[config.mk]
export PLATFORM = sky130hd
export DESIGN_NAME = murmur2_hash32_stream_flat
export DESIGN_NICKNAME = d
export VERILOG_FILES = /design/src/rtl/mh2_pkg.sv /design/src/rtl/mh2_if.sv /design/src/rtl/murmur2_hash32_stream.sv /design/src/rtl/mh2_ctrl.sv /design/src/rtl/mh2_datapath.sv /design/src/flat_wrapper.sv
export VERILOG_INCLUDE_DIRS = /design/src /design/src/rtl
export SDC_FILE = /design/constraint.sdc
export NUM_CORES = 2
export LEC_CHECK = 0
export ABC_AREA = 1
export ABC_CLOCK_PERIOD_IN_PS = 14100
export BUFFER_PORTS_ARGS = -buffer_cell sky130_fd_sc_hd__buf_4
export CORE_MARGIN = 8
export CORE_UTILIZATION = 45
export DETAILED_ROUTE_END_ITERATION = 6
export REMOVE_ABC_BUFFERS = 1
export SYNTH_ARGS = -nofsm -noshare
export SYNTH_HDL_FRONTEND = slang
export SYNTH_SLANG_ARGS = --single-unit
export TNS_END_PERCENT = 30
[constraint.sdc]
create_clock -name clk -period 14.1 [get_ports clk]
set_input_delay 1.41 -clock clk [delete_from_list [all_inputs] [get_ports clk]]
set_output_delay 1.41 -clock clk [all_outputs]
set_load 0.01 [all_outputs]
[src/rtl/assert_macros.svh]
`ifndef ASSERT_MACROS_SVH
`define ASSERT_MACROS_SVH

// Checks that an expression holds at every clock edge outside reset.
`define ASSERT_ALWAYS(label, clk, rst_n, expr) \
    label: assert property (@(posedge clk) disable iff (!rst_n) (expr)) \
        else $error("assertion failed");

// Checks that a condition is followed in the same cycle by a consequence.
`define ASSERT_IMPLIES(label, clk, rst_n, cond, cons) \
    label: assert property (@(posedge clk) disable iff (!rst_n) (cond) |-> (cons)) \
        else $error("assertion failed");

`endif

[src/rtl/mh2_pkg.sv]
`default_nettype none

package mh2_pkg;

    // Hash constants
    localparam logic [31:0] MURMUR_M   = 32'h5bd1e995;
    localparam int unsigned MIX_SHIFT  = 24;
    localparam int unsigned FIN_SHIFT1 = 13;
    localparam int unsigned FIN_SHIFT2 = 15;

    // Register map
    localparam int unsigned CFG_ADDR_W = 3;
    localparam logic [CFG_ADDR_W-1:0] REG_SEED_ADDR = 3'd0;

    // Controller to datapath commands
    typedef struct packed {
        logic accept;
        logic mix1;
        logic mix2;
        logic tail;
        logic fin;
    } cmd_t;

    // Datapath to controller status
    typedef struct packed {
        logic in_full;
        logic in_tail;
        logic in_last;
        logic item_last;
        logic out_free;
    } status_t;

    // Mask of the valid tail bytes, one to three
    function automatic logic [31:0] tail_mask(input logic [1:0] nbytes);
        logic [31:0] mask;
        case (nbytes)
            2'd1:    mask = 32'h0000_00ff;
            2'd2:    mask = 32'h0000_ffff;
            2'd3:    mask = 32'h00ff_ffff;
            default: mask = 32'h0000_0000;
        endcase
        return mask;
    endfunction

endpackage

`default_nettype wire

[src/rtl/mh2_if.sv]
`default_nettype none

// Input channel: one message word per beat
interface mh2_in_if;
    logic        valid;
    logic        ready;
    logic        start_msg;
    logic [30:0] msg_length;
    logic [31:0] data_word;
    logic [2:0]  word_bytes;
    logic        last_item;

    modport source (
        output valid, start_msg, msg_length, data_word, word_bytes, last_item,
        input  ready
    );
    modport sink (
        input  valid, start_msg, msg_length, data_word, word_bytes, last_item,
        output ready
    );
endinterface

// Output channel: one finished hash per beat
interface mh2_out_if;
    logic        valid;
    logic        ready;
    logic [31:0] hash_value;
    logic        framing_error;

    modport source (
        output valid, hash_value, framing_error,
        input  ready
    );
    modport sink (
        input  valid, hash_value, framing_error,
        output ready
    );
endinterface

`default_nettype wire

[src/rtl/murmur2_hash32_stream.sv]
// A full word is accepted, then mixed in two multiply stages (MIX1, MIX2); the
// 1-3 byte tail of a last item is accepted, then mixed in TAIL; a short non-last
// item or an empty last one is only accepted. A last item then adds the finalize
// step, which loads the output register and stalls while the output slot is held.
// A new item is taken only in IDLE. Reset (rst_n low, asynchronous) clears the
// FSM, running hash, error flag, seed register and output valid.
`default_nettype none

`include "assert_macros.svh"

module murmur2_hash32_stream
    import mh2_pkg::*;
(
    input  wire logic                  clk,
    input  wire logic                  rst_n,
    input  wire logic                  psel,
    input  wire logic                  penable,
    input  wire logic                  pwrite,
    input  wire logic [CFG_ADDR_W-1:0] paddr,
    input  wire logic [31:0]           pwdata,
    output logic [31:0]                prdata,
    output logic                       pready,
    mh2_in_if.sink                     in_ch,
    mh2_out_if.source                  out_ch
);

    logic [31:0] seed_reg;
    cmd_t        cmd;
    status_t     status;
    logic        in_ready;

    // Configuration register
    assign pready = 1'b1;
    assign prdata = (paddr == REG_SEED_ADDR) ? seed_reg : 32'd0;

    always_ff @(posedge clk or negedge rst_n)
    begin
        if (!rst_n)
            seed_reg <= '0;
        else if (psel && penable && pwrite && (paddr == REG_SEED_ADDR))
            seed_reg <= pwdata;
    end

    assign in_ch.ready = in_ready;

    mh2_ctrl u_ctrl (
        .clk      (clk),
        .rst_n    (rst_n),
        .in_valid (in_ch.valid),
        .in_ready (in_ready),
        .status   (status),
        .cmd      (cmd)
    );

    mh2_datapath u_datapath (
        .clk           (clk),
        .rst_n         (rst_n),
        .seed          (seed_reg),
        .start_msg     (in_ch.start_msg),
        .msg_length    (in_ch.msg_length),
        .data_word     (in_ch.data_word),
        .word_bytes    (in_ch.word_bytes),
        .last_item     (in_ch.last_item),
        .cmd           (cmd),
        .status        (status),
        .out_valid     (out_ch.valid),
        .out_ready     (out_ch.ready),
        .hash_value    (out_ch.hash_value),
        .framing_error (out_ch.framing_error)
    );

    // Checks
    `ASSERT_ALWAYS(a_cmd_onehot0, clk, rst_n, $onehot0(cmd))
    `ASSERT_IMPLIES(a_fin_slot_free, clk, rst_n, cmd.fin, status.out_free)
    `ASSERT_IMPLIES(a_out_from_fin, clk, rst_n, $rose(out_ch.valid), $past(cmd.fin))

endmodule

`default_nettype wire

[src/rtl/mh2_ctrl.sv]
`default_nettype none

module mh2_ctrl
    import mh2_pkg::*;
(
    input  wire logic    clk,
    input  wire logic    rst_n,
    input  wire logic    in_valid,
    output logic         in_ready,
    input  wire status_t status,
    output cmd_t         cmd
);

    typedef enum logic [4:0] {
        ST_IDLE = 5'b00001,
        ST_MIX1 = 5'b00010,
        ST_MIX2 = 5'b00100,
        ST_TAIL = 5'b01000,
        ST_FIN  = 5'b10000
    } state_t;

    state_t state_reg;
    state_t state_next;
    logic   accept;

    assign in_ready = (state_reg == ST_IDLE);
    assign accept   = in_valid && in_ready;

    // Commands
    always_comb
    begin
        cmd.accept = accept;
        cmd.mix1   = (state_reg == ST_MIX1);
        cmd.mix2   = (state_reg == ST_MIX2);
        cmd.tail   = (state_reg == ST_TAIL);
        cmd.fin    = (state_reg == ST_FIN) && status.out_free;
    end

    // Next state
    always_comb
    begin
        state_next = state_reg;
        case (state_reg)
            ST_IDLE:
            begin
                if (accept)
                begin
                    if (status.in_full)
                        state_next = ST_MIX1;
                    else if (status.in_last && status.in_tail)
                        state_next = ST_TAIL;
                    else if (status.in_last)
                        state_next = ST_FIN;
                end
            end
            ST_MIX1: state_next = ST_MIX2;
            ST_MIX2: state_next = status.item_last ? ST_FIN : ST_IDLE;
            ST_TAIL: state_next = ST_FIN;
            ST_FIN:
            begin
                if (status.out_free)
                    state_next = ST_IDLE;
            end
            default: state_next = ST_IDLE;
        endcase
    end

    always_ff @(posedge clk or negedge rst_n)
    begin
        if (!rst_n)
            state_reg <= ST_IDLE;
        else
            state_reg <= state_next;
    end

endmodule

`default_nettype wire

[src/rtl/mh2_datapath.sv]
`default_nettype none

module mh2_datapath
    import mh2_pkg::*;
(
    input  wire logic        clk,
    input  wire logic        rst_n,
    input  wire logic [31:0] seed,
    input  wire logic        start_msg,
    input  wire logic [30:0] msg_length,
    input  wire logic [31:0] data_word,
    input  wire logic [2:0]  word_bytes,
    input  wire logic        last_item,
    input  wire cmd_t        cmd,
    output status_t          status,
    output logic             out_valid,
    input  wire logic        out_ready,
    output logic [31:0]      hash_value,
    output logic             framing_error
);

    logic [31:0] word_reg;
    logic [1:0]  nbytes_reg;
    logic        last_reg;
    logic [31:0] h_reg;
    logic [31:0] h_next;
    logic [31:0] k_reg;
    logic [31:0] hm_reg;
    logic        err_reg;
    logic        err_next;
    logic [31:0] out_hash_reg;
    logic        out_err_reg;
    logic        out_valid_reg;
    logic        out_valid_next;

    logic        in_full;
    logic        in_tail;
    logic [31:0] op_a;
    logic [31:0] op_b;
    logic [31:0] prod_a;
    logic [31:0] prod_b;

    // Item classification; counts above four act as four
    assign in_full = word_bytes[2];
    assign in_tail = !word_bytes[2] && (word_bytes[1:0] != 2'd0);

    always_comb
    begin
        status.in_full   = in_full;
        status.in_tail   = in_tail;
        status.in_last   = last_item;
        status.item_last = last_reg;
        status.out_free  = !out_valid_reg || out_ready;
    end

    // Two multipliers by M, low 32 bits kept
    always_comb
    begin
        op_a = cmd.mix2 ? (k_reg ^ (k_reg >> MIX_SHIFT)) : word_reg;
        if (cmd.tail)
            op_b = h_reg ^ (word_reg & tail_mask(nbytes_reg));
        else if (cmd.fin)
            op_b = h_reg ^ (h_reg >> FIN_SHIFT1);
        else
            op_b = h_reg;
    end

    assign prod_a = op_a * MURMUR_M;
    assign prod_b = op_b * MURMUR_M;

    // Running hash and error flag
    always_comb
    begin
        h_next   = h_reg;
        err_next = err_reg;
        if (cmd.accept)
        begin
            if (start_msg)
            begin
                h_next   = seed ^ {1'b0, msg_length};
                err_next = 1'b0;
            end
            if (!in_full && !last_item)
                err_next = 1'b1;
        end
        else if (cmd.mix2)
            h_next = hm_reg ^ prod_a;
        else if (cmd.tail)
            h_next = prod_b;
    end

    // Output slot: cleared on a taken beat, loaded on finalize
    always_comb
    begin
        out_valid_next = out_valid_reg;
        if (out_ready)
            out_valid_next = 1'b0;
        if (cmd.fin)
            out_valid_next = 1'b1;
    end

    always_ff @(posedge clk or negedge rst_n)
    begin
        if (!rst_n)
        begin
            h_reg         <= '0;
            err_reg       <= 1'b0;
            out_valid_reg <= 1'b0;
        end
        else
        begin
            h_reg         <= h_next;
            err_reg       <= err_next;
            out_valid_reg <= out_valid_next;
        end
    end

    // Payload registers
    always_ff @(posedge clk)
    begin
        if (cmd.accept)
        begin
            word_reg   <= data_word;
            nbytes_reg <= word_bytes[1:0];
            last_reg   <= last_item;
        end
        if (cmd.mix1)
        begin
            k_reg  <= prod_a;
            hm_reg <= prod_b;
        end
        if (cmd.fin)
        begin
            out_hash_reg <= prod_b ^ (prod_b >> FIN_SHIFT2);
            out_err_reg  <= err_reg;
        end
    end

    assign out_valid     = out_valid_reg;
    assign hash_value    = out_hash_reg;
    assign framing_error = out_err_reg;

endmodule

`default_nettype wire
[src/flat_wrapper.sv]
// flat-port wrapper written by rule: the top's interface ports become plain ports
module murmur2_hash32_stream_flat import mh2_pkg::*;
  (clk, rst_n, psel, penable, pwrite, paddr, pwdata, prdata, pready, in_ch_valid, in_ch_start_msg, in_ch_msg_length, in_ch_data_word, in_ch_word_bytes, in_ch_last_item, in_ch_ready, out_ch_valid, out_ch_hash_value, out_ch_framing_error, out_ch_ready);
  mh2_in_if in_ch_i ();
  mh2_out_if out_ch_i ();
  input  wire logic clk;
  input  wire logic rst_n;
  input  wire logic psel;
  input  wire logic penable;
  input  wire logic pwrite;
  input  wire logic [CFG_ADDR_W-1:0] paddr;
  input  wire logic [31:0] pwdata;
  output logic [31:0] prdata;
  output logic pready;
  input wire logic [$bits(in_ch_i.valid)-1:0] in_ch_valid;
  input wire logic [$bits(in_ch_i.start_msg)-1:0] in_ch_start_msg;
  input wire logic [$bits(in_ch_i.msg_length)-1:0] in_ch_msg_length;
  input wire logic [$bits(in_ch_i.data_word)-1:0] in_ch_data_word;
  input wire logic [$bits(in_ch_i.word_bytes)-1:0] in_ch_word_bytes;
  input wire logic [$bits(in_ch_i.last_item)-1:0] in_ch_last_item;
  output wire logic [$bits(in_ch_i.ready)-1:0] in_ch_ready;
  output wire logic [$bits(out_ch_i.valid)-1:0] out_ch_valid;
  output wire logic [$bits(out_ch_i.hash_value)-1:0] out_ch_hash_value;
  output wire logic [$bits(out_ch_i.framing_error)-1:0] out_ch_framing_error;
  input wire logic [$bits(out_ch_i.ready)-1:0] out_ch_ready;
  assign in_ch_i.valid = in_ch_valid;
  assign in_ch_i.start_msg = in_ch_start_msg;
  assign in_ch_i.msg_length = in_ch_msg_length;
  assign in_ch_i.data_word = in_ch_data_word;
  assign in_ch_i.word_bytes = in_ch_word_bytes;
  assign in_ch_i.last_item = in_ch_last_item;
  assign in_ch_ready = in_ch_i.ready;
  assign out_ch_valid = out_ch_i.valid;
  assign out_ch_hash_value = out_ch_i.hash_value;
  assign out_ch_framing_error = out_ch_i.framing_error;
  assign out_ch_i.ready = out_ch_ready;
  murmur2_hash32_stream u_core (.clk(clk), .rst_n(rst_n), .psel(psel), .penable(penable), .pwrite(pwrite), .paddr(paddr), .pwdata(pwdata), .prdata(prdata), .pready(pready), .in_ch(in_ch_i), .out_ch(out_ch_i));
endmodule
; After elaboration in Yosys (flattened, before gate mapping)
; Cells that the tools add are included.
[word_totals]
regBits = 203
elab_cells = 74
[op_classes]
n_mul = 2
n_eq_ne = 12
n_mux = 21
n_bitwise = 7
reduce_logical = 20
[op_table]
columns = op, count
row1 = $mux 32, 9
row2 = $pmux 24 s3, 1
row3 = $mul 32x31->32 const B, 2
row4 = $xor 32x32->32, 2
row5 = $and 32x32->32, 1
row6 = $xor 32x17->32, 1
row7 = $xor 32x19->32, 1
row8 = $xor 32x31->32, 1
row9 = $xor 32x8->32, 1
row10 = $mux 5, 6
row11 = $pmux 5 s5, 1
row12 = $logic_and 1x1->1, 8
row13 = $reduce_bool 2->1, 3
row14 = $eq 5x1->1 const B, 1
row15 = $eq 5x2->1 const B, 1
row16 = $eq 5x3->1 const B, 1
row17 = $eq 5x4->1 const B, 1
row18 = $eq 5x5->1 const B, 1
row19 = $eq 2x2->1 const B, 2
row20 = $mux 1, 4
row21 = $ne 2x2->1 const B, 2
row22 = $ne 4x3->1 const B, 1
row23 = $reduce_and 2->1, 2
row24 = $logic_not 1->1, 3
row25 = 6 further kinds, 6

; Depth between registers and ports, before layout
[depth]
ltp_word = 10
mapped_depth = 45
depth_no_buf = 44

; Modules after synthesis
; A second synthesis with hierarchy kept.
[unflattened]
hier_cells = 3157
hier_area_um2 = 28419.8
[modules_own_cells]
columns = module, n_inst, cells_each, area_per_inst_um2
row1 = mh2_datapath, 1, 2886, 26265.2
row2 = murmur2_hash32_stream, 1, 217, 1795.5
row3 = mh2_ctrl, 1, 54, 359.1

; Least setup slack after synthesis
; Ideal clock, no wire load.
[synth_path]
kind = input to register
startpoint = input out_ch_ready
endpoint = register u_core.u_datapath.out_hash_reg[15], in the netlist u_core.u_datapath.hash_value[15], data pin
t_arrival_ns = 8.311
required_time_ns = 13.830
setup_slack_ns = 5.519
path_stages = 33
path_buffers = 1
path_cell_list = nor2_1 inv_1 nand3_4 buf_1 o32ai_1 xor2_1 ha_1 xor2_1 inv_1 ha_1 inv_1 fa_1 inv_1 fa_1 inv_1 fa_1 inv_1 fa_1 fa_1 inv_1 fa_1 inv_1 ha_1 nand2_1 nor2_1 inv_1 nor3_1 o211ai_1 nand3_1 inv_1 o21ai_0 xor2_1 xor2_1
[synth_between]
elab_chain_len = 6
[synth_rtl]
columns = item, line_no
row1 = "start, declared", flat_wrapper.sv:25  ; input wire logic [$bits(out_ch_i.ready)-1:0] out_ch_ready;
row2 = $logic_or 1x1->1, mh2_datapath.sv:53  ; status.out_free = !out_valid_reg || out_ready;
row3 = $logic_and 1x1->1, mh2_ctrl.sv:36  ; cmd.fin = (state_reg == ST_FIN) && status.out_free;
row4 = $mux 32, mh2_datapath.sv:62  ; else if (cmd.fin)
row5 = $mux 32, mh2_datapath.sv:60  ; if (cmd.tail)
row6 = $mul 32x31->32, mh2_datapath.sv:69  ; assign prod_b = op_b * MURMUR_M;
row7 = via u_core.u_datapath.prod_b[30], mh2_datapath.sv:41  ; logic [31:0] prod_b;
row8 = $xor 32x17->32, mh2_datapath.sv:134  ; out_hash_reg <= prod_b ^ (prod_b >> FIN_SHIFT2);
row9 = "end signal, assigned", mh2_datapath.sv:134
row10 = "end, declared", mh2_datapath.sv:31  ; logic [31:0] out_hash_reg;
; The timed path passes the listed nets, and every way through them passes these cells.
; A chain may end at the register's enable or synchronous reset.

; Worst setup path after layout
; Same ends and word-level chain as after synthesis.

==> impl_metrics.prom <==
# TYPE chip_impl_metric gauge
chip_impl_info{name="synthTopCellsByArea",value="sky130_fd_sc_hd__fa_1 (26%), sky130_fd_sc_hd__ha_1 (19%), sky130_fd_sc_hd__edfxtp_1 (14%)"} 1
chip_impl_metric{name="grt_usage",unit="%"} 25.3
chip_impl_metric{name="wl",unit="mm"} 88.4
chip_impl_info{name="setup.worst_path.end_class",value="register"} 1
chip_impl_info{name="worst_path_most_repeated_cell",value="sky130_fd_sc_hd__inv_1"} 1
chip_impl_metric{name="numPortBuffers",unit=""} 176
chip_impl_info{name="outcome",value="finished, final reports clean"} 1
chip_impl_metric{name="postSynthAreaPerCell",unit="um2"} 9.11
chip_impl_metric{name="wire_length_of_the_first_global_routing_pass",unit="mm"} 134
chip_impl_metric{name="cts-buffers-inserted",unit=""} 26
chip_impl_info{name="classification_of_the_worst_setup_path",value="primary input to register"} 1
chip_impl_metric{name="die_w",unit="um"} 265
chip_impl_metric{name="final.setup.tns",unit="ns"} 0
chip_impl_metric{name="clkLatencyLatePin",unit="ns"} 0.56
chip_impl_info{name="startpoint_type",value="primary input"} 1
chip_impl_metric{name="number_of_hold_buffers_added_after_cts",unit=""} 0
chip_impl_metric{name="initial_core_util",unit="%"} 45.4
chip_impl_metric{name="slew_viol_final",unit=""} 0
chip_impl_metric{name="cpPeakStageDelay",unit="ns"} 0.64
chip_impl_metric{name="final_net_count",unit=""} 4130
chip_impl_metric{name="drt_iter0_markers",unit=""} 1432
chip_impl_metric{name="place.gp.congestion",unit=""} 0.969
chip_impl_metric{name="setup_violations",unit=""} 0
chip_impl_metric{name="crit_required",unit="ns"} 14.39
chip_impl_metric{name="period_needed",unit="ns"} 9.58
chip_impl_metric{name="netlist_instances",unit=""} 3064
chip_impl_metric{name="finalHoldViolations",unit=""} 0
chip_impl_metric{name="post-cts-setup-buffer-count",unit=""} 0
chip_impl_metric{name="cts_max_path_buffers",unit=""} 3
chip_impl_metric{name="die_y",unit="um"} 265
chip_impl_metric{name="synthDistinctLibCells",unit=""} 63
chip_impl_metric{name="layout-drive-gt1-share",unit="%"} 9.29
chip_impl_metric{name="n_fill_cell",unit=""} 5763
chip_impl_metric{name="drt_first_pass_iters",unit=""} 5
chip_impl_info{name="cpLargestDelayFamily",value="adder cells"} 1
chip_impl_metric{name="synth_top_area_share",unit="%"} 25.6
chip_impl_metric{name="antenna_cells",unit=""} 0
chip_impl_metric{name="ant_nets",unit=""} 0
chip_impl_metric{name="max_cap_viol",unit=""} 0
chip_impl_metric{name="number_of_warnings_reported_in_the_yosys_synthesis_log",unit=""} 0
chip_impl_info{name="tritoncts_clock_tree",value="done"} 1
chip_impl_info{name="worstHoldPathType",value="register to register"} 1
chip_impl_info{name="synth_area_leader_cell",value="sky130_fd_sc_hd__fa_1"} 1
chip_impl_metric{name="worstMarginPinSlew",unit="ns"} 1.19
chip_impl_metric{name="area_growth_from_synthesis_to_final_layout",unit="%"} 11.5
chip_impl_metric{name="cp.arrival",unit="ns"} 9.87
chip_impl_metric{name="post-dp-hpwl",unit="mm"} 74.4
chip_impl_metric{name="total_gr_overflow",unit=""} 0
chip_impl_metric{name="path_buf_inv",unit=""} 10
chip_impl_metric{name="maxSlewHeadroom",unit="%"} 20.3
chip_impl_metric{name="num_rows",unit=""} 91
chip_impl_metric{name="synth_area",unit="mm2"} 0.0279
chip_impl_info{name="worst_path_max_delay_cell",value="sky130_fd_sc_hd__clkinv_2"} 1
chip_impl_info{name="cts_root_buf",value="sky130_fd_sc_hd__clkbuf_16"} 1
chip_impl_metric{name="drc_markers",unit=""} 0
chip_impl_metric{name="wl_per_cell",unit="um"} 21.8
chip_impl_metric{name="timing.final.crit_share",unit="%"} 67.9
chip_impl_metric{name="achievable-frequency",unit="MHz"} 104
chip_impl_metric{name="clkSinkCount",unit=""} 203
chip_impl_metric{name="synth-async-reset-ratio",unit="%"} 35.0
chip_impl_info{name="synth-main-ff-cell",value="sky130_fd_sc_hd__edfxtp_1"} 1
chip_impl_info{name="rsz0062_at_grt",value="no"} 1
chip_impl_metric{name="dieArea",unit="mm2"} 0.0702
chip_impl_metric{name="seq_area_frac_synth",unit="%"} 20.6
chip_impl_metric{name="cts.clk_slew.worst_paths",unit="ns"} 0.06
chip_impl_metric{name="fp.coreArea",unit="mm2"} 0.0615
chip_impl_metric{name="detail_route.vias_per_cell",unit=""} 5.14
chip_impl_metric{name="via_count_of_the_first_global_routing_pass",unit=""} 22401
chip_impl_metric{name="flip_flop_and_latch_count_after_synthesis",unit=""} 203
chip_impl_metric{name="synth_enable_flop_cells",unit=""} 132
chip_impl_metric{name="route.vias.total",unit=""} 20806
chip_impl_metric{name="cts_max_level",unit=""} 1
chip_impl_metric{name="maximum_number_of_pins_on_one_net_before_global_route_repair",unit=""} 72
chip_impl_metric{name="grt_antenna_before_repair",unit=""} 6
chip_impl_metric{name="cts_resized",unit=""} 0
chip_impl_metric{name="pin_count",unit=""} 178
chip_impl_metric{name="worst_setup_skew_after_layout",unit="ns"} 0.0287
chip_impl_metric{name="critPathMaxFanout",unit=""} 37
-- worst register-to-register path: cells and delay by family, from the launching register on --
kind	cells	cell delay, ns
fa+ha+maj	9	3.88
compound gates	4	0.94
flops	1	0.47
xor+xnor	1	0.22
simple gates	13	2.36
buf+inv	8	1.43
-- worst paths after layout --
path | startpoint | end | slack [ns] | cells past startpoint
min in group asynchronous | rst_n | u_core.seed_reg[7] | 1.03 | 1
worst min-delay path | u_core.u_datapath.err_reg | u_core.u_datapath.framing_error | 0.45 | 0
worst max register to register | u_core.u_ctrl.state_reg[1] | u_core.u_datapath.h_reg[26] | 4.64 | 35
max in group asynchronous | rst_n | u_core.seed_reg[5] | 12.40 | 1
worst max-delay path | out_ch_ready | u_core.u_datapath.hash_value[15] | 4.52 | 32
worst min register to register | u_core.u_datapath.err_reg | u_core.u_datapath.framing_error | 0.45 | 0
-- per-stage QoR --
step	instance area, um2	utilization (%)	hold WS (ns)	setup slack, ns	cells
after floorplan	27700	-	0.426	5.67	3022
after global placement	30200	49.0	0.437	4.25	4003
after detailed placement	30200	49.0	0.443	4.00	4003
after CTS	31100	50.6	0.456	4.58	4051
after global routing	31100	50.6	0.468	4.10	4051
final	31100	50.6	0.453	4.52	4051
-- logic make-up after synthesis --
kind of cell / share of synthesized area, %
buf+inv: 12.7
other cells: 0.0134
flops: 20.6
fa+ha+maj: 44.5
compound gates: 6.17
xor+xnor: 5.30
simple gates: 10.7
-- area by class of cell --
class                      count  area, um2  area share (%)
clock buffer                  28        658            2.12
tap                          790        988            3.18
timing repair buffer         191       1430            4.61
multi-input combinational   1933      18700            60.0
clock inverter                20        290           0.933
inverter                     886       3330            10.7
sequential                   203       5740            18.5
-- cell usage in the layout, fill, tap and decap left out, types with 3 or more instances in the layout --
master	netlist	layout
sky130_fd_sc_hd__a21boi_0	3	3
sky130_fd_sc_hd__fa_1	357	357
sky130_fd_sc_hd__o21ai_0	125	124
sky130_fd_sc_hd__bufinv_16	0	6
sky130_fd_sc_hd__inv_4	3	3
sky130_fd_sc_hd__o21ai_1	14	15
sky130_fd_sc_hd__nand2_1	390	390
sky130_fd_sc_hd__clkinv_2	1	6
sky130_fd_sc_hd__inv_2	5	5
sky130_fd_sc_hd__clkbuf_16	0	26
sky130_fd_sc_hd__o22ai_1	3	3
sky130_fd_sc_hd__dfrtp_1	70	70
sky130_fd_sc_hd__edfxtp_1	132	132
sky130_fd_sc_hd__or2_2	16	16
sky130_fd_sc_hd__nand3_2	4	4
sky130_fd_sc_hd__inv_1	876	876
sky130_fd_sc_hd__o31ai_1	8	8
sky130_fd_sc_hd__nor4_1	4	3
sky130_fd_sc_hd__o21ai_2	6	6
sky130_fd_sc_hd__nand3b_1	8	8
sky130_fd_sc_hd__nor2_4	3	5
sky130_fd_sc_hd__nand4_1	13	13
sky130_fd_sc_hd__o32ai_1	5	5
sky130_fd_sc_hd__a21oi_1	91	91
sky130_fd_sc_hd__nor2_1	116	115
sky130_fd_sc_hd__nor3_1	11	11
sky130_fd_sc_hd__ha_1	422	422
sky130_fd_sc_hd__inv_6	0	3
sky130_fd_sc_hd__o21bai_1	10	10
sky130_fd_sc_hd__or2_1	5	5
sky130_fd_sc_hd__buf_4	2	191
sky130_fd_sc_hd__a21o_1	4	4
sky130_fd_sc_hd__o211ai_1	13	13
sky130_fd_sc_hd__xnor2_1	56	56
sky130_fd_sc_hd__nand2_2	9	9
sky130_fd_sc_hd__a31oi_1	4	4
sky130_fd_sc_hd__a22oi_1	7	7
sky130_fd_sc_hd__xor2_1	108	107
sky130_fd_sc_hd__nand3_1	94	94
-- routing by layer --
metal / global-route usage, % / vias up / share of wire, %
li1: - / 9760 / -
met1: 31.2 / 10249 / 40
met2: 44.1 / 619 / 49
met3: 3.33 / 174 / 5.4
met4: 11.4 / 4 / 5.1
met5: 0 / - / 0.055
-- cells in the mapped netlist, types with 2 or more instances --
| cell | n |
|---|---|
| sky130_fd_sc_hd__a21oi_1 | 91 |
| sky130_fd_sc_hd__edfxtp_1 | 132 |
| sky130_fd_sc_hd__or2_1 | 5 |
| sky130_fd_sc_hd__nand2_1 | 390 |
| sky130_fd_sc_hd__o32ai_1 | 5 |
| sky130_fd_sc_hd__o21ai_2 | 6 |
| sky130_fd_sc_hd__buf_2 | 7 |
| sky130_fd_sc_hd__a21o_1 | 4 |
| sky130_fd_sc_hd__xnor2_1 | 56 |
| sky130_fd_sc_hd__nand2_2 | 9 |
| sky130_fd_sc_hd__buf_1 | 5 |
| sky130_fd_sc_hd__o21a_1 | 2 |
| sky130_fd_sc_hd__o21bai_1 | 10 |
| sky130_fd_sc_hd__or2_2 | 16 |
| sky130_fd_sc_hd__o21ai_1 | 14 |
| sky130_fd_sc_hd__inv_4 | 3 |
| sky130_fd_sc_hd__o211ai_1 | 13 |
| sky130_fd_sc_hd__dfrtp_1 | 70 |
| sky130_fd_sc_hd__o21ai_0 | 125 |
| sky130_fd_sc_hd__nand3_2 | 4 |
| sky130_fd_sc_hd__clkbuf_1 | 25 |
| sky130_fd_sc_hd__nand3b_1 | 8 |
| sky130_fd_sc_hd__a31oi_1 | 4 |
| sky130_fd_sc_hd__inv_1 | 876 |
| sky130_fd_sc_hd__o22ai_1 | 3 |
| sky130_fd_sc_hd__xor2_1 | 108 |
| sky130_fd_sc_hd__nor2_4 | 3 |
| sky130_fd_sc_hd__buf_4 | 2 |
| sky130_fd_sc_hd__nand3_4 | 2 |
| sky130_fd_sc_hd__nand4_1 | 13 |
| sky130_fd_sc_hd__nor2_1 | 116 |
| sky130_fd_sc_hd__nor2_2 | 3 |
| sky130_fd_sc_hd__buf_6 | 2 |
| sky130_fd_sc_hd__ha_1 | 422 |
| sky130_fd_sc_hd__nand3_1 | 94 |
| sky130_fd_sc_hd__a22oi_1 | 7 |
| sky130_fd_sc_hd__nor4_1 | 4 |
| sky130_fd_sc_hd__fa_1 | 357 |
| sky130_fd_sc_hd__inv_2 | 5 |
| sky130_fd_sc_hd__nor3_1 | 11 |
| sky130_fd_sc_hd__o31ai_1 | 8 |
| sky130_fd_sc_hd__a21boi_0 | 3 |
Power is left out: the tool's default activity adds up to more than one toggle a clock period on the data nets, which glitch-free logic cannot reach.
